===== config.mk =====
export PLATFORM = sky130hd
export DESIGN_NAME = char_lcd_command_sequencer_top_flat
export DESIGN_NICKNAME = d
export VERILOG_FILES = /design/src/rtl/clcs_pkg.sv /design/src/rtl/clcs_req_if.sv /design/src/rtl/clcs_wr_if.sv /design/src/rtl/clcs_front.sv /design/src/rtl/clcs_queue.sv /design/src/rtl/clcs_back.sv /design/src/rtl/char_lcd_command_sequencer_top.sv /design/src/flat_wrapper.sv
export SDC_FILE = /design/constraint.sdc
export NUM_CORES = 1
export LEC_CHECK = 0
export BUFFER_PORTS_ARGS = -buffer_cell sky130_fd_sc_hd__buf_2
export CORE_MARGIN = 8
export CORE_UTILIZATION = 35
export DETAILED_ROUTE_END_ITERATION = 10
export HOLD_SLACK_MARGIN = 0.02
export PLACE_DENSITY = 0.64
export SYNTH_ARGS = -nofsm -noshare
export SYNTH_HDL_FRONTEND = slang
export SYNTH_SLANG_ARGS = --single-unit

===== constraint.sdc =====
create_clock -name clk -period 2.8 [get_ports clk]
set_input_delay 0.14 -clock clk [delete_from_list [all_inputs] [get_ports clk]]
set_output_delay 0.14 -clock clk [all_outputs]
set_load 0.005 [all_outputs]

===== src/rtl/clcs_pkg.sv =====
// types, codes and command tables shared by the lcd command sequencer
`timescale 1ns / 1ps
package clcs_pkg;

	localparam logic [1:0] OP_WRITE_CHAR = 2'd0;
	localparam logic [1:0] OP_SET_CURSOR = 2'd1;
	localparam logic [1:0] OP_CLEAR      = 2'd2;
	localparam logic [1:0] OP_INIT       = 2'd3;

	localparam logic [7:0] CHAR_NEWLINE = 8'd10;
	localparam logic [7:0] CHAR_RETURN  = 8'd13;

	localparam logic [7:0] CMD_SOFT_RESET = 8'h30;
	localparam logic [7:0] CMD_FUNC_SET   = 8'h38;
	localparam logic [7:0] CMD_ENTRY_MODE = 8'h06;
	localparam logic [7:0] CMD_DISPLAY_ON = 8'h0C;
	localparam logic [7:0] CMD_CLEAR      = 8'h01;
	localparam logic [7:0] CMD_SET_ADDR   = 8'h80;

	localparam logic RS_COMMAND = 1'b0;
	localparam logic RS_DATA    = 1'b1;

	localparam int INIT_LEN = 7;
	localparam int STEP_W   = $clog2(INIT_LEN);
	localparam int LINE_W   = 2;

	// one request as the back end carries it out
	typedef struct packed {
		logic       is_init;
		logic       lead_clr;
		logic [7:0] main_byte;
		logic       main_rs;
		logic       trail_clr;
	} job_t;

	function automatic logic [7:0] row_base(input logic [LINE_W-1:0] ln);
		logic [7:0] b;
		case (ln)
			2'd0:    b = 8'h00;
			2'd1:    b = 8'h40;
			2'd2:    b = 8'h14;
			default: b = 8'h54;
		endcase
		return b;
	endfunction

	function automatic logic [7:0] init_byte(input logic [STEP_W-1:0] step);
		logic [7:0] b;
		case (step)
			3'd0, 3'd1, 3'd2: b = CMD_SOFT_RESET;
			3'd3:             b = CMD_FUNC_SET;
			3'd4:             b = CMD_ENTRY_MODE;
			3'd5:             b = CMD_DISPLAY_ON;
			default:          b = CMD_CLEAR;
		endcase
		return b;
	endfunction

	// line modulo (last_line + 1) for last_line 1 to 3, else ln[1:0]; base 4 digits sum to the same residue mod 3
	function automatic logic [LINE_W-1:0] line_wrap(input logic [7:0] ln,
			input logic [LINE_W-1:0] last_line);
		logic [3:0]        dsum;
		logic [2:0]        fold1;
		logic [2:0]        fold2;
		logic [LINE_W-1:0] r;
		dsum  = {2'b00, ln[1:0]} + {2'b00, ln[3:2]} + {2'b00, ln[5:4]} + {2'b00, ln[7:6]};
		fold1 = {1'b0, dsum[3:2]} + {1'b0, dsum[1:0]};
		fold2 = {2'b00, fold1[2]} + {1'b0, fold1[1:0]};
		case (last_line)
			2'd1:    r = {1'b0, ln[0]};
			2'd2:    r = (fold2 >= 3'd3) ? 2'(fold2 - 3'd3) : fold2[1:0];
			default: r = ln[1:0];
		endcase
		return r;
	endfunction

endpackage


===== src/rtl/clcs_req_if.sv =====
// request channel: operation and its arguments
`timescale 1ns / 1ps
interface clcs_req_if;
	logic       valid;
	logic       ready;
	logic [1:0] operation;
	logic [7:0] char_code;
	logic [7:0] line;
	logic [7:0] column;

	modport source (output valid, operation, char_code, line, column, input ready);
	modport sink (input valid, operation, char_code, line, column, output ready);
endinterface


===== src/rtl/clcs_wr_if.sv =====
// bus write channel: one lcd byte write per transaction
`timescale 1ns / 1ps
interface clcs_wr_if;
	logic       valid;
	logic       ready;
	logic [7:0] bus_byte;
	logic       register_select;
	logic       last;

	modport source (output valid, bus_byte, register_select, last, input ready);
	modport sink (input valid, bus_byte, register_select, last, output ready);
endinterface


===== src/rtl/clcs_front.sv =====
// front end: decodes requests, tracks the cursor line, builds jobs
`timescale 1ns / 1ps
module clcs_front
	import clcs_pkg::*;
#(
	parameter int LAST_LINE = 3
) (
	input  logic         clk,
	input  logic         arst_n,
	clcs_req_if.sink     req,
	input  logic         q_full,
	output logic         push,
	output job_t         push_job
);

	logic [LINE_W-1:0] cur_line_q;
	logic [7:0]        tgt_line;
	logic [7:0]        tgt_col;
	logic              is_cursor;
	logic [LINE_W-1:0] wrapped;
	logic [7:0]        addr;

	assign req.ready = !q_full;
	assign push      = req.valid && !q_full;

	always_comb begin
		tgt_line  = 8'd0;
		tgt_col   = 8'd0;
		is_cursor = 1'b0;
		push_job  = '0;
		unique case (req.operation)
			OP_WRITE_CHAR: begin
				if (req.char_code == CHAR_NEWLINE) begin
					tgt_line  = 8'({1'b0, cur_line_q} + 3'd1);
					is_cursor = 1'b1;
				end else if (req.char_code == CHAR_RETURN) begin
					tgt_line  = 8'(cur_line_q);
					is_cursor = 1'b1;
				end else begin
					push_job.main_byte = req.char_code;
					push_job.main_rs   = RS_DATA;
				end
			end
			OP_SET_CURSOR: begin
				tgt_line  = req.line;
				tgt_col   = req.column;
				is_cursor = 1'b1;
			end
			OP_CLEAR: begin
				is_cursor          = 1'b1;
				push_job.trail_clr = 1'b1;
			end
			OP_INIT: begin
				push_job.is_init = 1'b1;
			end
			default: ;
		endcase
		wrapped = line_wrap(tgt_line, LINE_W'(LAST_LINE));
		addr    = row_base(wrapped) + tgt_col;
		if (is_cursor) begin
			push_job.lead_clr  = tgt_line > 8'(LAST_LINE);
			push_job.main_byte = CMD_SET_ADDR | addr;
			push_job.main_rs   = RS_COMMAND;
		end
	end

	always_ff @(posedge clk or negedge arst_n) begin
		if (!arst_n) begin
			cur_line_q <= '0;
		end else if (push && is_cursor) begin
			cur_line_q <= wrapped;
		end
	end

endmodule


===== src/rtl/clcs_queue.sv =====
// short job queue between front and back end
`timescale 1ns / 1ps
module clcs_queue
	import clcs_pkg::*;
(
	input  logic clk,
	input  logic arst_n,
	input  logic push,
	input  job_t push_job,
	input  logic pop,
	output logic full,
	output logic avail,
	output job_t head
);

	localparam int DEPTH = 2;
	localparam int PTR_W = $clog2(DEPTH);

	job_t             mem_q [DEPTH];
	logic [PTR_W-1:0] wptr_q;
	logic [PTR_W-1:0] rptr_q;
	logic [PTR_W:0]   count_q;

	assign full  = count_q == (PTR_W+1)'(DEPTH);
	assign avail = count_q != '0;
	assign head  = mem_q[rptr_q];

	always_ff @(posedge clk) begin
		if (push) begin
			mem_q[wptr_q] <= push_job;
		end
	end

	always_ff @(posedge clk or negedge arst_n) begin
		if (!arst_n) begin
			wptr_q  <= '0;
			rptr_q  <= '0;
			count_q <= '0;
		end else begin
			if (push) begin
				wptr_q <= wptr_q + 1'b1;
			end
			if (pop) begin
				rptr_q <= rptr_q + 1'b1;
			end
			count_q <= count_q + (PTR_W+1)'(push) - (PTR_W+1)'(pop);
		end
	end

endmodule


===== src/rtl/clcs_back.sv =====
// back end: steps through the writes of each job into the output register
`timescale 1ns / 1ps
module clcs_back
	import clcs_pkg::*;
(
	input  logic     clk,
	input  logic     arst_n,
	input  logic     q_avail,
	input  job_t     q_head,
	output logic     pop,
	clcs_wr_if.source wr
);

	localparam logic [1:0] PH_LEAD  = 2'd0;
	localparam logic [1:0] PH_MAIN  = 2'd1;
	localparam logic [1:0] PH_TRAIL = 2'd2;
	localparam logic [1:0] PH_INIT  = 2'd3;

	logic              busy_q;
	job_t              job_q;
	logic [1:0]        phase_q;
	logic [STEP_W-1:0] step_q;
	logic              ovalid_q;
	logic [7:0]        obyte_q;
	logic              ors_q;
	logic              olast_q;

	logic       emit;
	logic       load;
	logic [7:0] cur_byte;
	logic       cur_rs;
	logic       cur_last;

	always_comb begin
		cur_byte = CMD_CLEAR;
		cur_rs   = RS_COMMAND;
		cur_last = 1'b0;
		unique case (phase_q)
			PH_LEAD: ;
			PH_MAIN: begin
				cur_byte = job_q.main_byte;
				cur_rs   = job_q.main_rs;
				cur_last = !job_q.trail_clr;
			end
			PH_TRAIL: cur_last = 1'b1;
			PH_INIT: begin
				cur_byte = init_byte(step_q);
				cur_last = step_q == STEP_W'(INIT_LEN - 1);
			end
			default: ;
		endcase
	end

	assign emit = busy_q && (!ovalid_q || wr.ready);
	assign load = !busy_q || (emit && cur_last);
	assign pop  = load && q_avail;

	always_ff @(posedge clk or negedge arst_n) begin
		if (!arst_n) begin
			busy_q  <= 1'b0;
			phase_q <= PH_LEAD;
			step_q  <= '0;
		end else if (load) begin
			busy_q <= q_avail;
			step_q <= '0;
			if (q_head.is_init) begin
				phase_q <= PH_INIT;
			end else if (q_head.lead_clr) begin
				phase_q <= PH_LEAD;
			end else begin
				phase_q <= PH_MAIN;
			end
		end else if (emit) begin
			unique case (phase_q)
				PH_LEAD:  phase_q <= PH_MAIN;
				PH_MAIN:  phase_q <= PH_TRAIL;
				PH_TRAIL: phase_q <= PH_TRAIL;
				PH_INIT:  step_q  <= step_q + 1'b1;
				default:  phase_q <= PH_LEAD;
			endcase
		end
	end

	always_ff @(posedge clk) begin
		if (pop) begin
			job_q <= q_head;
		end
		if (emit) begin
			obyte_q <= cur_byte;
			ors_q   <= cur_rs;
			olast_q <= cur_last;
		end
	end

	always_ff @(posedge clk or negedge arst_n) begin
		if (!arst_n) begin
			ovalid_q <= 1'b0;
		end else if (emit) begin
			ovalid_q <= 1'b1;
		end else if (wr.ready) begin
			ovalid_q <= 1'b0;
		end
	end

	assign wr.valid           = ovalid_q;
	assign wr.bus_byte        = obyte_q;
	assign wr.register_select = ors_q;
	assign wr.last            = olast_q;

endmodule


===== src/rtl/char_lcd_command_sequencer_top.sv =====
// top level of the character lcd command sequencer
`timescale 1ns / 1ps
// Turns requests (write character, set cursor, clear, initialize) into the byte writes of an
// 8-bit character lcd bus, each tagged with its register select and a last flag on the final
// write of the request. The front end takes a request whenever the two-entry job queue has
// room, so requests can arrive back to back; the back end emits one bus write per cycle from
// its output register while the bus is ready and jobs wait. A request takes 1 to 7 bus writes
// (1 for a data byte, 1 or 2 for cursor moves, 2 for clear, 7 for initialize), and that write
// rate sets the sustained request rate. Newline and carriage return use the cursor line kept in
// the front end. Enable pulse timing and command delays are up to the bus driver downstream.
module char_lcd_command_sequencer_top
	import clcs_pkg::*;
#(
	parameter int LAST_LINE = 3
) (
	input  logic      clk,
	input  logic      arst_n,
	clcs_req_if.sink  req,
	clcs_wr_if.source wr
);

	logic push;
	job_t push_job;
	logic pop;
	logic q_full;
	logic q_avail;
	job_t q_head;

	clcs_front #(
		.LAST_LINE(LAST_LINE)
	) u_front (
		.clk      (clk),
		.arst_n   (arst_n),
		.req      (req),
		.q_full   (q_full),
		.push     (push),
		.push_job (push_job)
	);

	clcs_queue u_queue (
		.clk      (clk),
		.arst_n   (arst_n),
		.push     (push),
		.push_job (push_job),
		.pop      (pop),
		.full     (q_full),
		.avail    (q_avail),
		.head     (q_head)
	);

	clcs_back u_back (
		.clk     (clk),
		.arst_n  (arst_n),
		.q_avail (q_avail),
		.q_head  (q_head),
		.pop     (pop),
		.wr      (wr)
	);

endmodule

===== src/flat_wrapper.sv =====
// flat-port wrapper written by rule: the top's interface ports become plain ports
module char_lcd_command_sequencer_top_flat import clcs_pkg::*;
#(
	parameter int LAST_LINE = 3
)
  (clk, arst_n, req_valid, req_operation, req_char_code, req_line, req_column, req_ready, wr_valid, wr_bus_byte, wr_register_select, wr_last, wr_ready);
  clcs_req_if req_i ();
  clcs_wr_if wr_i ();
  input  logic clk;
  input  logic arst_n;
  input wire logic [$bits(req_i.valid)-1:0] req_valid;
  input wire logic [$bits(req_i.operation)-1:0] req_operation;
  input wire logic [$bits(req_i.char_code)-1:0] req_char_code;
  input wire logic [$bits(req_i.line)-1:0] req_line;
  input wire logic [$bits(req_i.column)-1:0] req_column;
  output wire logic [$bits(req_i.ready)-1:0] req_ready;
  output wire logic [$bits(wr_i.valid)-1:0] wr_valid;
  output wire logic [$bits(wr_i.bus_byte)-1:0] wr_bus_byte;
  output wire logic [$bits(wr_i.register_select)-1:0] wr_register_select;
  output wire logic [$bits(wr_i.last)-1:0] wr_last;
  input wire logic [$bits(wr_i.ready)-1:0] wr_ready;
  assign req_i.valid = req_valid;
  assign req_i.operation = req_operation;
  assign req_i.char_code = req_char_code;
  assign req_i.line = req_line;
  assign req_i.column = req_column;
  assign req_ready = req_i.ready;
  assign wr_valid = wr_i.valid;
  assign wr_bus_byte = wr_i.bus_byte;
  assign wr_register_select = wr_i.register_select;
  assign wr_last = wr_i.last;
  assign wr_i.ready = wr_ready;
  char_lcd_command_sequencer_top #(.LAST_LINE(LAST_LINE)) u_core (.clk(clk), .arst_n(arst_n), .req(req_i), .wr(wr_i));
endmodule

Word level (Yosys, flattened, before mapping)

Memories as Yosys holds them, arrays and structs flattened.
Index checks and enable logic that the tools add are counted.

Output and inout port bits: 12
Bits in read-only memories: 0
Flip-flop bits (word level): 33
Memories: 1
RAM bits: 24
Latch bits: 0
Logic and storage cells: 94
Input port bits: 30

Reduce and logical (&&, ||, !) cells: 25
Multiplexer cells: 29
Bitwise operators: 0
Equal/unequal tests: 17
Add/subtract/negate cells: 7
Div/mod/pow operators: 0
$mul: 0
Shift operators: 0
Magnitude comparators: 1

Memories:

| name                 | words | width | rd ports | clocked after Yosys merged registers in | write ports | RTL line         | source |
|---|---|---|---|---|---|---|---|
| u_core.u_queue.mem_q | 2     | 12    | 1        | 0                                       | 1           | clcs_queue.sv:19 | `job_t mem_q [DEPTH];` |

Operator list:

| operator                                                                        | count |
|---|---|
| 8-bit case mux with 2 select lines                                              | 2 |
| 9-bit 2-to-1 mux                                                                | 3 |
| 6-bit case mux with 4 select lines                                              | 1 |
| 7-bit case mux with 3 select lines                                              | 1 |
| 8-bit by 4-bit == test with 1-bit output, second input constant                 | 2 |
| 2-bit == test, second input constant                                            | 6 |
| 3-bit 2-to-1 mux                                                                | 4 |
| 10-bit 2-to-1 mux                                                               | 1 |
| 3-bit == test, second input constant                                            | 3 |
| 1-bit 2-to-1 mux                                                                | 9 |
| 8-bit by 2-bit greater-than comparator with 1-bit output, second input constant | 1 |
| 2-bit 2-to-1 mux                                                                | 4 |
| 2-bit nonzero test                                                              | 4 |
| 7-bit adder                                                                     | 1 |
| 7-bit 2-to-1 mux                                                                | 1 |
| 2-bit by 1-bit == test with 1-bit output, second input constant                 | 3 |
| 3-bit by 2-bit == test with 1-bit output, second input constant                 | 2 |
| 2-bit zero test                                                                 | 3 |
| 1-bit logical AND                                                               | 5 |
| 1-bit zero test                                                                 | 4 |
| 2-bit case mux with 2 select lines                                              | 1 |
| 2-bit AND reduction                                                             | 2 |
| 2-bit OR reduction                                                              | 2 |
| 2-bit by 1-bit adder with 3-bit output, second input constant                   | 1 |
| 11 further kinds                                                                | 13 |

Longest topological paths before layout

Depth after elaboration: 8
Depth in mapped cells: 12
Mapped depth without buffers: 11

By module

From an unflattened synthesis, not the netlist that was laid out.

Cell total of the unflattened synthesis: 217
Area total of the unflattened synthesis: 2,897.8 µm²

By module, submodules not included:

| module     | area an instance (µm²) | instances | sequential area each (µm²) | cells each |
|---|---|---|---|---|
| clcs_back  | 1,239.9                | 1         | 775.7                      | 96 |
| clcs_queue | 1,099.8                | 1         | 820.8                      | 52 |
| clcs_front | 558.0                  | 1         | 50.0                       | 69 |

Worst setup path before layout

Ideal clock, no wire load.

Path kind: register to register
Start point: register u_core.u_back.phase_q[0]
End point: register u_core.u_queue.count_q[1]
Slack: 0.328 ns
Cell stages (with the launch flop): 11
Buffers on the path: 0
Data required time: 2.677 ns
Arrival time: 2.349 ns
Period minus slack after synthesis: 2.472 ns
Library setup time: 0.123 ns
Cell sequence: dfrtp_1 > ha_1 > and3_1 > o31ai_2 > o21ai_2 > o21a_1 > ha_1 > inv_1 > ha_1 > xnor2_1 > xnor2_1

Word-level cells in the longest chain between the ends: 6
Elaborated cells between the ends (all ways): 8
Classes of those cells: add/sub (1); eq/ne (3); mux (1); reduce/logical (3)

Ends and longest elaborated chain:

| element                                                                   | RTL line                             | source |
|---|---|---|
| from (decl)                                                               | clcs_back.sv:21                      | `logic [1:0] phase_q;` |
| from (signal assigned)                                                    | clcs_back.sv:61                      | `phase_q <= PH_LEAD;` |
| from (signal assigned)                                                    | clcs_back.sv:67                      | `phase_q <= PH_INIT;` |
| from (signal assigned)                                                    | clcs_back.sv:69                      | `phase_q <= PH_LEAD;` |
| 2-bit == test or 2-bit by 1-bit == test with 1-bit output (tied branches) | clcs_back.sv:38                      | `unique case (phase_q)` |
| 1-bit case mux with 3 select lines *                                      | clcs_back.sv:38                      |  |
| 1-bit logical AND *                                                       | clcs_back.sv:55                      | `assign load = !busy_q \|\| (emit && cur_last);` |
| 1-bit logical OR *                                                        | clcs_back.sv:55                      |  |
| 1-bit logical AND *                                                       | clcs_back.sv:56                      | `assign pop = load && q_avail;` |
| net u_core.pop                                                            | char_lcd_command_sequencer_top.sv:24 | `logic pop;` |
| 2-bit by 1-bit subtractor with 2-bit output *                             | clcs_queue.sv:46                     | `count_q <= count_q + (PTR_W+1)'(push) - (PTR_W+1)'(pop);` |
| to (signal assigned)                                                      | clcs_queue.sv:46                     |  |
| to (decl)                                                                 | clcs_queue.sv:22                     | `logic [PTR_W:0] count_q;` |

Mark *: on every way through the listed nets, which the timed path passes. The rest lies on a longest branch.
A chain may end at the register's enable or synchronous reset.

==> results.toml <==
[floorplanning]
floorplan.die.width_um = 106
floorplan.core_area_um2 = 7770
die_h_um = 106
ios = 42
dieArea_um2 = 11100
rows = 32
start_util_pct = 36.1

[clock_network]
cts_tree = "yes"
cts_hold_repair.buffers = 1
cts_resized = 0
cts_htree_levels = 3
clock_tree.buffer_depth = 2
post_cts_buffers = 0
clk_pin_slew_worst_paths_ps = 60
root_buffer = "sky130_fd_sc_hd__clkbuf_8"
clock_insertion_delay_worst_skew_ps = 320
cts_buffers = 9
clock_sinks = 57

[logic_synthesis]
postSynthRegisterBits = 57
netlist_instances = 217
synth_area_per_cell_um2 = 12.9
synth_area_um2 = 2810
yosys.area.top_type = "sky130_fd_sc_hd__edfxtp_1"
synth_most_common_cell = "sky130_fd_sc_hd__edfxtp_1"
synth-edff-count = 44
synth_nets = 266
synth_commonest_cells = "44 x sky130_fd_sc_hd__edfxtp_1, 21 x sky130_fd_sc_hd__nand2_1, 19 x sky130_fd_sc_hd__ha_1, 14 x sky130_fd_sc_hd__inv_1, 13 x sky130_fd_sc_hd__dfrtp_1"
post-synth-top-area-fraction_pct = 47.1
synth_seq_area_share_pct = 58.7
yosysWarningCount = 0
synth_top_flop_cell = "sky130_fd_sc_hd__edfxtp_1"
synthDistinctLibCells = 46
synth_top_cells_by_area = "sky130_fd_sc_hd__edfxtp_1 47%, sky130_fd_sc_hd__dfrtp_1 12%, sky130_fd_sc_hd__ha_1 8.5%, sky130_fd_sc_hd__mux2_2 4.4%, sky130_fd_sc_hd__nand2_1 2.8%"
synthArstFlopShare_pct = 22.8

[drt]
vias_per_cell = 4.69
route.met3.wl_um = 356
firstDrtPassIters = 4
routed_wirelength_mm = 4.86
drt_first_iter_violations = 58
route.met2.wl_mm = 2.22
routed.top_layer = "met4"
wl_per_cell_um = 12.9
remaining_drc_errors = 0
final_antenna_net_count = 0
met1_length_mm = 2.23
via_count = 1767

[sta]
relSlewSlack_pct = 50.7
top_achievable_clock_speed_ghz = 0.409
setup-tns-final_ps = 0
maxSlewViolCount = 0
final.period_utilization_pct = 87.3
unrepaired_setup_endpoints_after_global_routing = "false"
finalHoldViolCount = 0
post-route-min-period_ps = 2440
fin_worst_skew_ps = 5.19
worst_pin_slew_ps = 737
setup_viol_count_final = 0

[pwr]
power.share.combinational_pct = 29.5
p_per_area_nw_per_um2 = 933
seq_power_share_pct = 44.9
internal_power_contribution_uw = 2210
netSwitchingFraction_pct = 29.8
sw_power_uw = 938
static-leakage-power_uw = 0.00143
power.share.clock_pct = 25.6
ir_drop_mv = 0.354

[final_layout]
post-route-util_pct = 43.4
finish.net_count = 319
finalInstanceArea_um2 = 3370
n_diodes = 0
seqCellArea_um2 = 1650
multi_input_comb_area_um2 = 1080
share_of_post_route_cells_with_drive_strength_above_1_pct = 28.7
n_fill_cell = 738
area_delta_synth_final_pct = 20.2

[worst_setup_path]
r2r.worst_path.cells = 10
rr_startpoint = "u_core.u_front.cur_line_q[0]"
timing_worst_setup_path_type = "reg -> reg"
cp-end-kind = "register"
worstPathRequired_ps = 2950
timing.critical_path.fanout_max = 3
critical_path.startpoint_type = "register"
timing.reg2reg.setup_slack_ps = 360
regToRegEndpoint = "u_core.u_queue.mem_q[1][8]"
cp_data_arrival_time_ps = 2590

[global_route]
grt_pass1_wl_mm = 8.33
initial_antenna_violation_count = 0
global_routing_usage_summed_across_all_routing_layers_pct = 9.35
gr-total-overflow = 0
pin_count_of_the_biggest_net_entering_global_routing = 15
vias_in_the_first_global_route = 1867

[min_path]
holdCritPathClass = "in -> reg"
holdPathStages = 3
holdPathEnd = "u_core.u_queue.mem_q[0][9]"
worstHoldStart = "req_char_code[7]"

[placement]
detailed_place.area_um2 = 3150
number_of_port_buffers = 40
dp_hpwl_mm = 3.67
gp_congestion = 0.787

[flow_run]
maxCapViolCount = 0

[outcome]
status = "finished clean"
sequential cells by signal (all words and copies together), names as in the netlist:
| signal | flops |
|---|---|
| u_core.u_queue.wptr_q | 1 |
| u_core.u_back.wr.bus_byte | 8 |
| u_core.u_back.wr.register_select | 1 |
| u_core.u_queue.rptr_q | 1 |
| u_core.u_back.wr.valid | 1 |
| u_core.u_back.wr.last | 1 |
| u_core.u_back.busy_q | 1 |
| u_core.u_queue.mem_q | 24 |
| u_core.u_back.phase_q | 2 |
| u_core.u_front.cur_line_q | 2 |
| u_core.u_back.step_q | 3 |
| u_core.u_queue.count_q | 2 |
| u_core.u_back.job_q | 10 |
power groups by stage:
stage | combinational (uW) | clock (uW) | sequential (uW)
floorplan | 669 | 0 | 1400
global placement | 919 | 0 | 1430
detailed placement | 932 | 0 | 1440
CTS | 944 | 823 | 1420
global route | 1060 | 860 | 1460
finish | 927 | 806 | 1410
layout make-up:
class / instances / area share [%]
flip-flops and latches: 57 / 48.8
multi-input cells: 141 / 32.0
repair buffers: 47 / 7.57
clock buffers: 10 / 3.78
well taps: 102 / 3.78
clock inverters: 6 / 2.45
inverters: 14 / 1.56
cell families (layout without fill, tap and decap cells):
| group | after synthesis | count (layout) | share of synthesized area, % |
|---|---|---|---|
| and+or+nand+nor | 61 | 61 | 11.3 |
| xor gates and xnor gates | 7 | 7 | 2.18 |
| DFF | 57 | 57 | 58.7 |
| adders and majority gates | 19 | 19 | 8.47 |
| AOI/OAI and AO/OA | 38 | 38 | 10.3 |
| muxes | 16 | 16 | 6.29 |
| buffers and inverters | 19 | 77 | 2.81 |
worst max path at each step:
stage,from,endpoint,slack (ps),cells past startpoint
after detailed placement,req_char_code[4],u_core.u_queue.mem_q[1][8],260,11
final,u_core.u_front.cur_line_q[0],u_core.u_queue.mem_q[1][8],360,10
after global placement,req_char_code[4],u_core.u_queue.mem_q[1][8],320,11
after global routing,u_core.u_front.cur_line_q[0],u_core.u_queue.mem_q[1][8],140,10
after CTS,u_core.u_front.cur_line_q[0],u_core.u_queue.mem_q[1][8],360,10
after floorplan,u_core.u_back.phase_q[0],u_core.u_queue.count_q[1],330,10
critical path: stages (launching register included):
cell	delay (ps)
sky130_fd_sc_hd__dfrtp_1	410
sky130_fd_sc_hd__ha_1	290
sky130_fd_sc_hd__a22oi_1	70
sky130_fd_sc_hd__o21ai_0	350
sky130_fd_sc_hd__ha_1	250
sky130_fd_sc_hd__ha_1	180
sky130_fd_sc_hd__a21o_1	120
sky130_fd_sc_hd__nand2_1	60
sky130_fd_sc_hd__xnor2_1	130
sky130_fd_sc_hd__and3_1	190
sky130_fd_sc_hd__o31ai_2	240
cells in the final DEF, fill, tap and decap left out, types with 3 or more instances in the layout:
cell                       synthesis  final
sky130_fd_sc_hd__edfxtp_1         44     44
sky130_fd_sc_hd__buf_2             0     40
sky130_fd_sc_hd__nand2_1          21     21
sky130_fd_sc_hd__ha_1             19     19
sky130_fd_sc_hd__inv_1            14     14
sky130_fd_sc_hd__dfrtp_1          13     13
sky130_fd_sc_hd__nor2_1           12     12
sky130_fd_sc_hd__mux2_2           11     11
sky130_fd_sc_hd__o21ai_0           9      9
sky130_fd_sc_hd__clkbuf_8          0      9
sky130_fd_sc_hd__and2_1            6      6
sky130_fd_sc_hd__xnor2_1           6      6
sky130_fd_sc_hd__buf_4             0      6
sky130_fd_sc_hd__nand3_1           5      5
sky130_fd_sc_hd__and3_1            4      4
sky130_fd_sc_hd__o211ai_1          3      3
sky130_fd_sc_hd__mux2i_1           3      3
sky130_fd_sc_hd__a21oi_1           3      3
sky130_fd_sc_hd__nand2b_1          3      3
sky130_fd_sc_hd__nor2b_1           3      3
metrics by stage:
step	setup slack [ps]	total power, uW	instances	hold slack (ps)
2_1_floorplan	328	2060	217	-156
3_3_place_gp	323	2350	360	52.7
3_5_place_dp	257	2370	360	55.4
4_1_cts	355	3190	377	153
5_1_grt	142	3370	377	181
6_report	356	3150	377	169
metal layers:
metal | vias to the layer above | global-route usage [%]
li1 | 899 | -
met1 | 818 | 10.3
met2 | 44 | 15.1
met3 | 6 | 5.12
met4 | 0 | 3.22
met5 | - | 0
No activity file was read; power rests on OpenSTA's default activity.
